$ cat config.mk
export PLATFORM = sky130hd
export DESIGN_NAME = affine_quantize_dequantize
export DESIGN_NICKNAME = d
export VERILOG_FILES = /design/src/rtl/aqd_pkg.sv /design/src/rtl/aqd_div.sv /design/src/rtl/aqd_mul.sv /design/src/rtl/affine_quantize_dequantize.sv
export SDC_FILE = /design/constraint.sdc
export NUM_CORES = 2
export LEC_CHECK = 0
export BUFFER_PORTS_ARGS = -buffer_cell sky130_fd_sc_hd__buf_2
export CAP_MARGIN = 20
export CORE_ASPECT_RATIO = 0.6
export CORE_MARGIN = 2
export CORE_UTILIZATION = 30
export DETAILED_ROUTE_END_ITERATION = 12
export HOLD_SLACK_MARGIN = 0.15
export SLEW_MARGIN = 20
export SYNTH_ARGS = -nofsm -noshare
export SYNTH_HDL_FRONTEND = slang
export SYNTH_HIERARCHICAL = 1
export SYNTH_SLANG_ARGS = --single-unit
$ cat constraint.sdc
create_clock -name clk -period 32.7 [get_ports clk]
set_input_delay 8.175 -clock clk [delete_from_list [all_inputs] [get_ports clk]]
set_output_delay 8.175 -clock clk [all_outputs]
set_load 0.005 [all_outputs]
$ cat src/rtl/aqd_pkg.sv
package aqd_pkg;

	typedef struct packed {
		logic        func;
		logic [31:0] value;
	} item_t;

	typedef struct packed {
		logic [31:0] result;
		logic        saturated;
	} result_t;

	// configuration register indexes
	localparam logic [2:0] REG_IN_SCALE       = 3'd0;
	localparam logic [2:0] REG_IN_ZERO_POINT  = 3'd1;
	localparam logic [2:0] REG_IN_TYPE        = 3'd2;
	localparam logic [2:0] REG_OUT_SCALE      = 3'd3;
	localparam logic [2:0] REG_OUT_ZERO_POINT = 3'd4;
	localparam logic [2:0] REG_OUT_TYPE       = 3'd5;

	localparam logic [1:0] TYPE_UINT8 = 2'd0;
	localparam logic [1:0] TYPE_INT8  = 2'd1;

	localparam logic FUNC_QUANT   = 1'b0;
	localparam logic FUNC_DEQUANT = 1'b1;

	localparam logic [31:0] FP_ONE     = 32'h3F80_0000;
	localparam logic [31:0] FP_QNAN    = 32'hFFC0_0000;
	localparam logic [31:0] FP_QUIET   = 32'h0040_0000;

	localparam logic signed [10:0] U8_MIN = 11'sd0;
	localparam logic signed [10:0] U8_MAX = 11'sd255;
	localparam logic signed [10:0] I8_MIN = -11'sd128;
	localparam logic signed [10:0] I8_MAX = 11'sd127;

	// quotient: 24 significand bits and one guard bit
	localparam int DIV_STAGES = 5;
	localparam int DIV_STEPS  = 5;
	localparam int DIV_BITS   = DIV_STAGES * DIV_STEPS;
	localparam int DIV_REM_W  = 26;

	typedef struct packed {
		logic        signed [9:0] exp;
		logic        [23:0]       mant;
	} norm_t;

	// sideband that travels alongside the divider
	typedef struct packed {
		logic              func;
		logic              bypass;
		logic [31:0]       value;
		logic              qsat;
		logic              qzero;
		logic              qsign;
		logic signed [9:0] qexp;
	} tag_t;

	function automatic logic [4:0] lzc24(input logic [23:0] a);
		logic [4:0] n;
		logic       found;
		n = 5'd24;
		found = 1'b0;
		for (int i = 23; i >= 0; i--) begin
			if (!found && a[i]) begin
				n = 5'(23 - i);
				found = 1'b1;
			end
		end
		return n;
	endfunction

	function automatic logic [5:0] lzc33(input logic [32:0] a);
		logic [5:0] n;
		logic       found;
		n = 6'd33;
		found = 1'b0;
		for (int i = 32; i >= 0; i--) begin
			if (!found && a[i]) begin
				n = 6'(32 - i);
				found = 1'b1;
			end
		end
		return n;
	endfunction

	// significand with leading one at bit 23, value = mant * 2^(exp-23)
	function automatic norm_t fp_norm(input logic [31:0] f);
		norm_t      o;
		logic [4:0] lz;
		lz = lzc24({1'b0, f[22:0]});
		if (f[30:23] == 8'd0) begin
			o.mant = {1'b0, f[22:0]} << lz;
			o.exp  = -10'sd126 - $signed({5'd0, lz});
		end else begin
			o.mant = {1'b1, f[22:0]};
			o.exp  = $signed({2'b00, f[30:23]}) - 10'sd127;
		end
		return o;
	endfunction

endpackage

$ cat src/rtl/aqd_div.sv
module aqd_div import aqd_pkg::*; (
	input  logic                 clk,
	input  logic                 arst_n,
	input  logic                 in_vld,
	input  tag_t                 in_tag,
	input  logic [DIV_REM_W-1:0] in_rem,
	input  logic [23:0]          in_den,
	output logic                 out_vld,
	output tag_t                 out_tag,
	output logic [DIV_BITS-1:0]  out_quo,
	output logic                 out_sticky
);

	logic                 vld_s [DIV_STAGES];
	tag_t                 tag_s [DIV_STAGES];
	logic [DIV_REM_W-1:0] rem_s [DIV_STAGES];
	logic [23:0]          den_s [DIV_STAGES];
	logic [DIV_BITS-1:0]  quo_s [DIV_STAGES];

	genvar g;
	for (g = 0; g < DIV_STAGES; g++) begin : g_stage
		logic                 vld_d;
		tag_t                 tag_d;
		logic [DIV_REM_W-1:0] rem_d;
		logic [23:0]          den_d;
		logic [DIV_BITS-1:0]  quo_d;
		logic [DIV_REM_W-1:0] rem_n;
		logic [DIV_BITS-1:0]  quo_n;

		if (g == 0) begin : g_first
			assign vld_d = in_vld;
			assign tag_d = in_tag;
			assign rem_d = in_rem;
			assign den_d = in_den;
			assign quo_d = '0;
		end else begin : g_next
			assign vld_d = vld_s[g-1];
			assign tag_d = tag_s[g-1];
			assign rem_d = rem_s[g-1];
			assign den_d = den_s[g-1];
			assign quo_d = quo_s[g-1];
		end

		// restoring division, DIV_STEPS quotient bits per stage
		always_comb begin : step
			logic [DIV_REM_W-1:0] r;
			logic [DIV_BITS-1:0]  q;
			r = rem_d;
			q = quo_d;
			for (int i = 0; i < DIV_STEPS; i++) begin
				if (r >= {2'b00, den_d}) begin
					q = {q[DIV_BITS-2:0], 1'b1};
					r = r - {2'b00, den_d};
				end else begin
					q = {q[DIV_BITS-2:0], 1'b0};
				end
				r = {r[DIV_REM_W-2:0], 1'b0};
			end
			rem_n = r;
			quo_n = q;
		end

		always_ff @(posedge clk or negedge arst_n) begin
			if (!arst_n) begin
				vld_s[g] <= 1'b0;
			end else begin
				vld_s[g] <= vld_d;
			end
		end

		always_ff @(posedge clk) begin
			tag_s[g] <= tag_d;
			rem_s[g] <= rem_n;
			den_s[g] <= den_d;
			quo_s[g] <= quo_n;
		end
	end

	assign out_vld    = vld_s[DIV_STAGES-1];
	assign out_tag    = tag_s[DIV_STAGES-1];
	assign out_quo    = quo_s[DIV_STAGES-1];
	assign out_sticky = rem_s[DIV_STAGES-1] != '0;

endmodule

$ cat src/rtl/aqd_mul.sv
module aqd_mul import aqd_pkg::*; (
	input  logic        clk,
	input  logic [8:0]  mag,
	input  logic        ksign,
	input  logic [31:0] scale,
	output logic [31:0] prod
);

	logic [7:0]  se;
	logic [22:0] sm;
	logic        sign_d;
	logic        spc_d;
	logic [31:0] spc_val_d;

	logic               sign_s2, spc_s2;
	logic [31:0]        spc_val_s2;
	logic [32:0]        prod_s2;
	logic signed [9:0]  e0_s2;

	logic               sign_s3, spc_s3;
	logic [31:0]        spc_val_s3;
	logic [32:0]        norm_s3;
	logic signed [10:0] exp_s3;

	logic               sign_s4, spc_s4;
	logic [31:0]        spc_val_s4;
	logic [23:0]        sig_s4;
	logic               guard_s4, stk_s4;
	logic [8:0]         expf_s4;

	logic [31:0]        res_s5;
	logic [31:0]        res_s6;

	assign se     = scale[30:23];
	assign sm     = scale[22:0];
	assign sign_d = ksign ^ scale[31];

	always_comb begin
		spc_d     = 1'b1;
		spc_val_d = {sign_d, 31'd0};
		if (se == 8'hFF && sm != 23'd0) begin
			spc_val_d = scale | FP_QUIET;
		end else if (se == 8'hFF) begin
			spc_val_d = (mag == 9'd0) ? FP_QNAN : {sign_d, 8'hFF, 23'd0};
		end else if (mag == 9'd0 || scale[30:0] == 31'd0) begin
			spc_val_d = {sign_d, 31'd0};
		end else begin
			spc_d = 1'b0;
		end
	end

	always_ff @(posedge clk) begin
		sign_s2    <= sign_d;
		spc_s2     <= spc_d;
		spc_val_s2 <= spc_val_d;
		prod_s2    <= 33'(mag) * 33'({se != 8'd0, sm});
		e0_s2      <= (se == 8'd0) ? -10'sd149 : $signed({2'b00, se}) - 10'sd150;
	end

	// normalise so the leading one sits at bit 32
	always_ff @(posedge clk) begin : norm_stage
		logic [5:0] lz;
		lz = lzc33(prod_s2);
		sign_s3    <= sign_s2;
		spc_s3     <= spc_s2;
		spc_val_s3 <= spc_val_s2;
		norm_s3    <= prod_s2 << lz;
		exp_s3     <= 11'(e0_s2) + 11'sd32 - $signed({5'd0, lz});
	end

	// subnormal results shift right with sticky
	always_ff @(posedge clk) begin : denorm_stage
		logic [4:0]  sh;
		logic [32:0] shifted;
		logic        lost;
		sh      = 5'(-11'sd126 - exp_s3);
		shifted = norm_s3;
		lost    = 1'b0;
		if (exp_s3 < -11'sd126) begin
			shifted = norm_s3 >> sh;
			lost    = (norm_s3 & ((33'd1 << sh) - 33'd1)) != 33'd0;
			expf_s4 <= 9'd0;
		end else begin
			expf_s4 <= 9'(exp_s3 + 11'sd127);
		end
		sign_s4    <= sign_s3;
		spc_s4     <= spc_s3;
		spc_val_s4 <= spc_val_s3;
		sig_s4     <= shifted[32:9];
		guard_s4   <= shifted[8];
		stk_s4     <= (shifted[7:0] != 8'd0) | lost;
	end

	always_ff @(posedge clk) begin : round_stage
		logic [31:0] sum;
		logic        rnd;
		rnd = guard_s4 & (stk_s4 | sig_s4[0]);
		sum = {expf_s4, sig_s4[22:0]} + 32'(rnd);
		if (spc_s4) begin
			res_s5 <= spc_val_s4;
		end else if (sum[31:23] >= 9'd255) begin
			res_s5 <= {sign_s4, 8'hFF, 23'd0};
		end else begin
			res_s5 <= {sign_s4, sum[30:0]};
		end
	end

	always_ff @(posedge clk) begin
		res_s6 <= res_s5;
	end

	assign prod = res_s6;

endmodule

$ cat src/rtl/affine_quantize_dequantize.sv
// channel   | ports                         | transfer
// ----------+-------------------------------+------------------------------------
// item in   | start, busy, item             | start high and busy low at clk rise
// result    | done, res                     | done high for one cycle per item
// config    | cfg_we, cfg_idx, cfg_wdata    | cfg_we high at clk rise
//
// one item per cycle; busy stays low, every start is taken
// eight register stages: stage 1, the five divider stages, stage 7 and stage 8; results reach res in order
// the quotient divider takes five bits per stage over five stages
// arst_n clears the valid bits and loads the register reset values
// results cannot be held off, so the pipeline never stalls
module affine_quantize_dequantize import aqd_pkg::*; (
	input  logic        clk,
	input  logic        arst_n,
	input  logic        start,
	output logic        busy,
	input  item_t       item,
	output logic        done,
	output result_t     res,
	input  logic        cfg_we,
	input  logic [2:0]  cfg_idx,
	input  logic [31:0] cfg_wdata
);

	logic [31:0] in_scale_q;
	logic [8:0]  in_zero_point_q;
	logic [1:0]  in_type_q;
	logic [31:0] out_scale_q;
	logic [8:0]  out_zero_point_q;
	logic [1:0]  out_type_q;

	always_ff @(posedge clk or negedge arst_n) begin
		if (!arst_n) begin
			in_scale_q       <= FP_ONE;
			in_zero_point_q  <= '0;
			in_type_q        <= TYPE_UINT8;
			out_scale_q      <= FP_ONE;
			out_zero_point_q <= '0;
			out_type_q       <= TYPE_UINT8;
		end else if (cfg_we) begin
			case (cfg_idx)
				REG_IN_SCALE:       in_scale_q       <= cfg_wdata;
				REG_IN_ZERO_POINT:  in_zero_point_q  <= cfg_wdata[8:0];
				REG_IN_TYPE:        in_type_q        <= cfg_wdata[1:0];
				REG_OUT_SCALE:      out_scale_q      <= cfg_wdata;
				REG_OUT_ZERO_POINT: out_zero_point_q <= cfg_wdata[8:0];
				REG_OUT_TYPE:       out_type_q       <= cfg_wdata[1:0];
				default: ;
			endcase
		end
	end

	assign busy = 1'b0;

	// decode into stage 1
	logic                 accept;
	tag_t                 tag_d;
	logic [DIV_REM_W-1:0] rem_d;
	logic [23:0]          den_d;
	logic [8:0]           mag_d;
	logic                 ksign_d;

	assign accept = start & ~busy;

	always_comb begin
		norm_t             xn;
		norm_t             sn;
		logic              x_fin;
		logic              mant_lt;
		logic signed [9:0] code;
		logic signed [9:0] k;
		xn      = fp_norm(item.value);
		sn      = fp_norm(in_scale_q);
		x_fin   = item.value[30:23] != 8'hFF;
		mant_lt = xn.mant < sn.mant;

		tag_d.func   = item.func;
		tag_d.bypass = (item.func == FUNC_QUANT) ? in_type_q[1] : out_type_q[1];
		tag_d.value  = item.value;
		tag_d.qsign  = item.value[31] ^ in_scale_q[31];
		tag_d.qexp   = xn.exp - sn.exp - (mant_lt ? 10'sd1 : 10'sd0);
		tag_d.qsat   = 1'b0;
		tag_d.qzero  = 1'b0;
		if (!x_fin) begin
			tag_d.qsat = 1'b1;
		end else if (in_scale_q[30:0] == 31'h7F80_0000) begin
			// finite over infinite scale is zero
			tag_d.qzero = 1'b1;
		end else if (in_scale_q[30:23] == 8'hFF || in_scale_q[30:0] == 31'd0) begin
			tag_d.qsat = 1'b1;
		end else if (item.value[30:0] == 31'd0) begin
			tag_d.qzero = 1'b1;
		end

		rem_d = mant_lt ? {1'b0, xn.mant, 1'b0} : {2'b00, xn.mant};
		den_d = sn.mant;

		code = (out_type_q == TYPE_INT8) ? $signed({{2{item.value[7]}}, item.value[7:0]})
			: $signed({2'b00, item.value[7:0]});
		k       = code - $signed({out_zero_point_q[8], out_zero_point_q});
		ksign_d = k[9];
		mag_d   = k[9] ? 9'(-k) : k[8:0];
	end

	logic                 vld_s1;
	tag_t                 tag_s1;
	logic [DIV_REM_W-1:0] rem_s1;
	logic [23:0]          den_s1;
	logic [8:0]           mag_s1;
	logic                 ksign_s1;

	always_ff @(posedge clk or negedge arst_n) begin
		if (!arst_n) begin
			vld_s1 <= 1'b0;
		end else begin
			vld_s1 <= accept;
		end
	end

	always_ff @(posedge clk) begin
		tag_s1   <= tag_d;
		rem_s1   <= rem_d;
		den_s1   <= den_d;
		mag_s1   <= mag_d;
		ksign_s1 <= ksign_d;
	end

	logic                vld_s6;
	tag_t                tag_s6;
	logic [DIV_BITS-1:0] quo_s6;
	logic                sticky_s6;
	logic [31:0]         mul_s6;

	aqd_div u_div (
		.clk        (clk),
		.arst_n     (arst_n),
		.in_vld     (vld_s1),
		.in_tag     (tag_s1),
		.in_rem     (rem_s1),
		.in_den     (den_s1),
		.out_vld    (vld_s6),
		.out_tag    (tag_s6),
		.out_quo    (quo_s6),
		.out_sticky (sticky_s6)
	);

	aqd_mul u_mul (
		.clk   (clk),
		.mag   (mag_s1),
		.ksign (ksign_s1),
		.scale (out_scale_q),
		.prod  (mul_s6)
	);

	// stage 7: round the quotient and take the nearest integer, half away from zero
	logic        vld_s7;
	logic        func_s7, bypass_s7;
	logic [31:0] value_s7;
	logic [31:0] mul_s7;
	logic        qflag_s7, big_s7, neg_s7;
	logic [9:0]  n_s7;

	always_ff @(posedge clk or negedge arst_n) begin
		if (!arst_n) begin
			vld_s7 <= 1'b0;
		end else begin
			vld_s7 <= vld_s6;
		end
	end

	always_ff @(posedge clk) begin : round_stage
		logic [24:0]        sum;
		logic               rnd;
		logic [23:0]        m;
		logic signed [10:0] e;
		logic [4:0]         hs;
		logic [4:0]         sh;
		logic [24:0]        add;
		logic [24:0]        nw;
		rnd = quo_s6[0] & (sticky_s6 | quo_s6[1]);
		sum = {1'b0, quo_s6[24:1]} + 25'(rnd);
		if (sum[24]) begin
			m = 24'h80_0000;
			e = 11'(tag_s6.qexp) + 11'sd1;
		end else begin
			m = sum[23:0];
			e = 11'(tag_s6.qexp);
		end
		hs  = 5'(11'sd22 - e);
		sh  = 5'(11'sd23 - e);
		add = {1'b0, m} + (25'd1 << hs);
		nw  = add >> sh;

		func_s7   <= tag_s6.func;
		bypass_s7 <= tag_s6.bypass;
		value_s7  <= tag_s6.value;
		mul_s7    <= mul_s6;
		neg_s7    <= tag_s6.qsign;
		qflag_s7  <= tag_s6.qsat | (~tag_s6.qzero & (e >= 11'sd128));
		big_s7    <= ~tag_s6.qzero & (e >= 11'sd9);
		n_s7      <= (tag_s6.qzero || e <= -11'sd2) ? 10'd0 : nw[9:0];
	end

	// stage 8: add zero point, clamp, pick the result
	logic    vld_s8;
	result_t res_s8;

	always_ff @(posedge clk or negedge arst_n) begin
		if (!arst_n) begin
			vld_s8 <= 1'b0;
		end else begin
			vld_s8 <= vld_s7;
		end
	end

	always_ff @(posedge clk) begin : out_stage
		logic signed [10:0] lo;
		logic signed [10:0] hi;
		logic signed [10:0] nv;
		logic signed [10:0] r;
		logic signed [10:0] c;
		logic               sat;
		lo = (in_type_q == TYPE_INT8) ? I8_MIN : U8_MIN;
		hi = (in_type_q == TYPE_INT8) ? I8_MAX : U8_MAX;
		nv = $signed({1'b0, n_s7});
		if (neg_s7) begin
			nv = -nv;
		end
		r   = nv + $signed({{2{in_zero_point_q[8]}}, in_zero_point_q});
		c   = r;
		sat = 1'b0;
		if (big_s7) begin
			c   = neg_s7 ? lo : hi;
			sat = 1'b1;
		end else if (r > hi) begin
			c   = hi;
			sat = 1'b1;
		end else if (r < lo) begin
			c   = lo;
			sat = 1'b1;
		end

		if (bypass_s7) begin
			res_s8.result    <= value_s7;
			res_s8.saturated <= 1'b0;
		end else if (func_s7 == FUNC_DEQUANT) begin
			res_s8.result    <= mul_s7;
			res_s8.saturated <= 1'b0;
		end else if (qflag_s7) begin
			res_s8.result    <= 32'd0;
			res_s8.saturated <= 1'b1;
		end else begin
			res_s8.result    <= {{21{c[10]}}, c};
			res_s8.saturated <= sat;
		end
	end

	assign done = vld_s8;
	assign res  = res_s8;

endmodule

# Word-level counts from Yosys, hierarchy flattened
# Memories as Yosys holds them, arrays and structs flattened.
# Cells that the tools add are included.
[totals] ff_bits=598 mem_bits_rw=605 input_bits=72 wordCells=589 n_memories=4
[memory_table] name="u_div.tag_s" depth=5 word_bits=47 read_ports=5 rd_clocked_by_memory_dff=0 wr=5 line_no="aqd_div.sv:15" rtl="tag_t tag_s [DIV_STAGES];"
[memory_table] name="u_div.quo_s" depth=5 word_bits=25 read_ports=5 rd_clocked_by_memory_dff=0 wr=5 line_no="aqd_div.sv:18" rtl="logic [DIV_BITS-1:0] quo_s [DIV_STAGES];"
[memory_table] name="u_div.rem_s" depth=5 word_bits=25 read_ports=5 rd_clocked_by_memory_dff=0 wr=5 line_no="aqd_div.sv:16" rtl="logic [DIV_REM_W-1:0] rem_s [DIV_STAGES];"
[memory_table] name="u_div.den_s" depth=5 word_bits=24 read_ports=4 rd_clocked_by_memory_dff=0 wr=5 line_no="aqd_div.sv:17" rtl="logic [23:0] den_s [DIV_STAGES];"
[op_classes] addsub=47 n_mul=1 magnitude_cmp=33 eq_ne=11 shifts=7 muxes=240 bitwise_logic=12 reduce_logical=177
[ops] operator="$mux W25" n=25
[ops] operator="$sub A25 B24 Y25" n=25
[ops] operator="$ge A26 B24 Y1" n=24
[ops] operator="$mux W5" n=46
[ops] operator="$mux W6" n=33
[ops] operator="$mux W32" n=5
[ops] operator="$mux W1" n=113
[ops] operator="$mux W33" n=3
[ops] operator="$logic_not A31 Y1" n=3
[ops] operator="$logic_and A1 B1 Y1" n=77
[ops] operator="$mux W11" n=7
[ops] operator="$logic_not A1 Y1" n=76
[ops] operator="$mux W34" n=2
[ops] operator="$mux W24" n=2
[ops] operator="$shl A23 B5 Y24" n=2
[ops] operator="$and A33 B33 Y33" n=1
[ops] operator="$mul A9 B24 Y33" n=1
[ops] operator="$reduce_bool A33 Y1" n=1
[ops] operator="$shl A1 B5 Y33 const A" n=1
[ops] operator="$shl A33 B6 Y33" n=1
[ops] operator="$shr A33 B5 Y32" n=1
[ops] operator="$sub A33 B1 Y33 const B" n=1
[ops] operator="$add A32 B1 Y32" n=1
[ops] operator="$eq A31 B31 Y1 const B" n=1
[ops] operator="51 further kinds" n=76

# Depth between registers and ports, before layout
[logic_depth] word_depth=98 ltp_mapped=75 depth_no_buf=66

# By module
# Netlist, hierarchy kept.
[modules_own_cells] mod="aqd_div" instances=1 cells_per_inst=5516 area_each_um2=46181.8 seq_area_each_um2=10755.3
[modules_own_cells] mod="aqd_mul" instances=1 cells_per_inst=2177 area_each_um2=19317.3 seq_area_each_um2=5725.5
[modules_own_cells] mod="affine_quantize_dequantize" instances=1 cells_per_inst=2104 area_each_um2=18331.3 seq_area_each_um2=6608.8

# Least setup slack after synthesis
# OpenSTA, ideal clock, no wires.
[synth_timing] kind="register to register" from="memory u_div.den_s[0][11]" to="memory u_div/rem_s[0][31] (netlist name)" setup_ns=0.123 arrival_time_ns=15.159 slack_ns=17.417 stages_incl_launch_ff=69 n_path_buf=10 period_less_slack_ns=15.283 cell_sequence="dfxtp_1 inv_1 ha_1 nand3_1 or2_2 nor4_1 a21oi_1 o21ai_0 a31o_2 clkbuf_1 clkbuf_1 mux2_2 ha_1 o21ai_0 a211oi_1 o21ai_1 a21oi_1 o211ai_1 [... 33 more ...] and2_1 ha_1 o21bai_1 a21o_1 a21o_1 a21o_1 a31oi_1 o21ai_0 o211a_1 o21bai_1 a21boi_0 o41a_1 a31oi_1 nand3_1 nand2b_1 buf_2 buf_2 mux2_1"
[synth_lines] element="from (decl)" line_no="aqd_div.sv:17"
[synth_lines] element="to (decl)" line_no="aqd_div.sv:16"

==> impl_metrics.yaml <==
grt:
  grt_pass1_vias: 65502
  antenna_found_initial: 92
  grtUsageTotal: 0.193
  grt.overflow.total: 0
  grt_max_degree: 74
  grt_pass1_wl_mm: 423
sta:
  final.period_utilization: 0.594
  hold_viol_final: 0
  setup_viol: 0
  skew_ns: 0.0781
  worst_pin_slew_ns: 1.26
  rsz0062_at_grt: "false"
  final.setup.worst_slack_ns: 13.26
  max_slew_margin: 0.138
  fmax_mhz: 51.4
  min_period_ns: 19.44
  finalSetupTns_ns: 0
  drv_slew: 0
yosys:
  ys_types: 131
  synth_flop_cell: "dfxtp_1"
  synth.avg_cell_area_sq_um: 8.56
  yosysSeqAreaShare: 0.275
  ys_warn_count: 6
  synth_edf_count: 0
  syn_inst: 9797
  synth_top_cells_by_area: "dfxtp_1 (25%), ha_1 (11%), xnor2_1 (4.8%), a21oi_1 (4.7%), mux2_2 (4.5%)"
  yosys.area.top_type: "dfxtp_1"
  synth_top_cell_area_share: 0.247
  ys_ff_latch: 1129
  synth_area_sq_um: 83800
  async_reset_ff_frac: 0.0833
cts:
  cts_buffers: 97
  cts_hold_buffers: 0
  ctsResizeCount: 0
  cts_max_path_buffers: 3
  clock_latency_ns: 0.75
  clk_pin_slew_worst_paths_ns: 0.08
  cts-root-buf: "clkbuf_16"
  cts_tree: "done"
  cts_setup_buffers: 0
  clock_sinks: 1129
  htree_levels: 3
hold_path:
  hp-class: "flip-flop to flip-flop"
job:
  drv_cap: 0
final_layout:
  nets: 10753
  post-route-util: 0.330
  drive_gt1_frac: 0.0938
  area_growth_pct: 9.60
  fin_cells: 13592
routing:
  drt_pre_antenna_iters: 9
  routed_wl_mm: 284
  wl_per_cell_microns: 20.9
  drc: 0
  vias: 73658
  ant_nets: 0
  drt-vias-per-instance: 5.42
  drt-initial-drc-count: 9098
floorplanning:
  ios: 107
  num_rows: 150
  die-area_sq_um: 284000
  start_util: 0.301
  die_h_microns: 413
  die_w_microns: 686
  core_area_sq_um: 278000
setup_path:
  slowest_stage: "a2111oi_0"
  arrival_ns: 20.04
  worst_setup_path_start_kind: "flip-flop"
  crit_path_max_fanout: 39
  worstSetupPathType: "flip-flop to flip-flop"
  worst_setup_path_end_kind: "flip-flop"
  critPathRequiredTime_ns: 33.31
  cpPeakStageDelay_ns: 0.80
placement:
  dp_worst_setup_slack_ns: 13.76
  dp.cells: 13385
  gp_congestion: 0.988
  post-dp-hpwl_mm: 230
  port_buffers: 105
run_status:
  status: "complete, no violations"
## per-layer routing
layer,wire [microns],vias to the layer above,GRT usage
met5,27,-,0
met4,5340,4,0.0368
met3,33400,336,0.0552
met2,98400,3390,0.234
met1,147000,34759,0.318
li1,-,35169,-
## Yosys cell counts (64+ instances only)
| cell type | number |
|---|---|
| nand2_1 | 802 |
| mux2i_1 | 164 |
| o211ai_1 | 64 |
| fa_1 | 167 |
| mux2_1 | 89 |
| a31oi_1 | 90 |
| nand3_1 | 241 |
| nor2b_1 | 123 |
| o21a_1 | 122 |
| clkbuf_1 | 208 |
| o21bai_1 | 79 |
| nand2b_1 | 120 |
| a21oi_1 | 783 |
| nor2_1 | 753 |
| or3_1 | 64 |
| inv_1 | 584 |
| nand4_1 | 93 |
| xnor2_1 | 457 |
| o21ai_0 | 514 |
| and3_1 | 83 |
| dfxtp_1 | 1035 |
| dfrtp_1 | 80 |
| xor2_1 | 213 |
| ha_1 | 753 |
| a211oi_1 | 83 |
| nor3_1 | 173 |
| and2_1 | 172 |
| mux2_2 | 338 |
| a21o_1 | 249 |
## critical path: cells and delay by family (launching register included)
family          cells  cell delay, ns
compound gates     26            7.88
simple gates       18            4.75
mux                 5            2.22
buf+inv             6            2.11
fa+ha+maj           5            1.73
flops               1            0.60
## per-stage QoR
stage	hold WS [ns]	area, sq um
finish	0.280	91900
global route	0.285	91900
CTS	0.293	91800
detailed placement	0.312	88300
global placement	0.310	88300
floorplan	0.310	83800
## cell usage in the layout (no fill, tap or decap), drive strengths merged, types with 84 or more instances in the layout
cell    count
dfxtp    1035
nand2     808
a21oi     784
nor2      759
ha        753
inv       612
o21ai     546
xnor2     458
mux2      446
a21o      250
nand3     242
xor2      214
nor3      177
buf       175
and2      174
fa        167
mux2i     165
clkbuf    124
nor2b     123
o21a      122
nand2b    120
nand4      93
a31oi      92
a211oi     86
and3       84
## registers in the layout, indices dropped and copies added, names as in the netlist, 33 cells and up
register       cells
u_div/tag_s      235
u_div/rem_s      125
u_div/den_s       96
u_div/quo_s       75
tag_s1            47
res               33
u_mul/norm_s3     33
u_mul/prod_s2     33
## worst paths after layout
kind | startpoint | endpoint | slack [ns] | cells after the start
worst max-delay path | u_div/den_s[0][36] | u_div/rem_s[0][58] | 13.26 | 60
worst min-delay path | u_mul/spc_val_s2[13] | u_mul/spc_val_s3[13] | 0.28 | 0
worst max register to register | u_div/den_s[0][36] | u_div/rem_s[0][58] | 13.26 | 60
worst min register to register | u_mul/spc_val_s2[13] | u_mul/spc_val_s3[13] | 0.28 | 0
max in group asynchronous | arst_n | out_scale_q[3] | 24.02 | 2
min in group asynchronous | arst_n | out_scale_q[16] | 7.37 | 1
## cells by family after synthesis
logic type	count (synthesis)	synth area share
simple gates	2896	0.168
fa+ha+maj	920	0.152
xor+xnor	672	0.0704
other cells	1	0.0000447
mux	627	0.0849
flops	1129	0.275
buf+inv	914	0.0432
compound gates	2638	0.206
## area by class of cell
cell class	instances	area (sq um)
tap	3724	4660
inverter	602	2260
antenna	26	65.1
timing repair buffer	176	1060
fill	29057	186000
multi-input combinational	7755	57200
sequential	1129	23100
clock inverter	57	860
clock buffer	123	2680
Power is left out: the tool's default activity adds up to more than one toggle a clock period on the data nets, which glitch-free logic cannot reach.
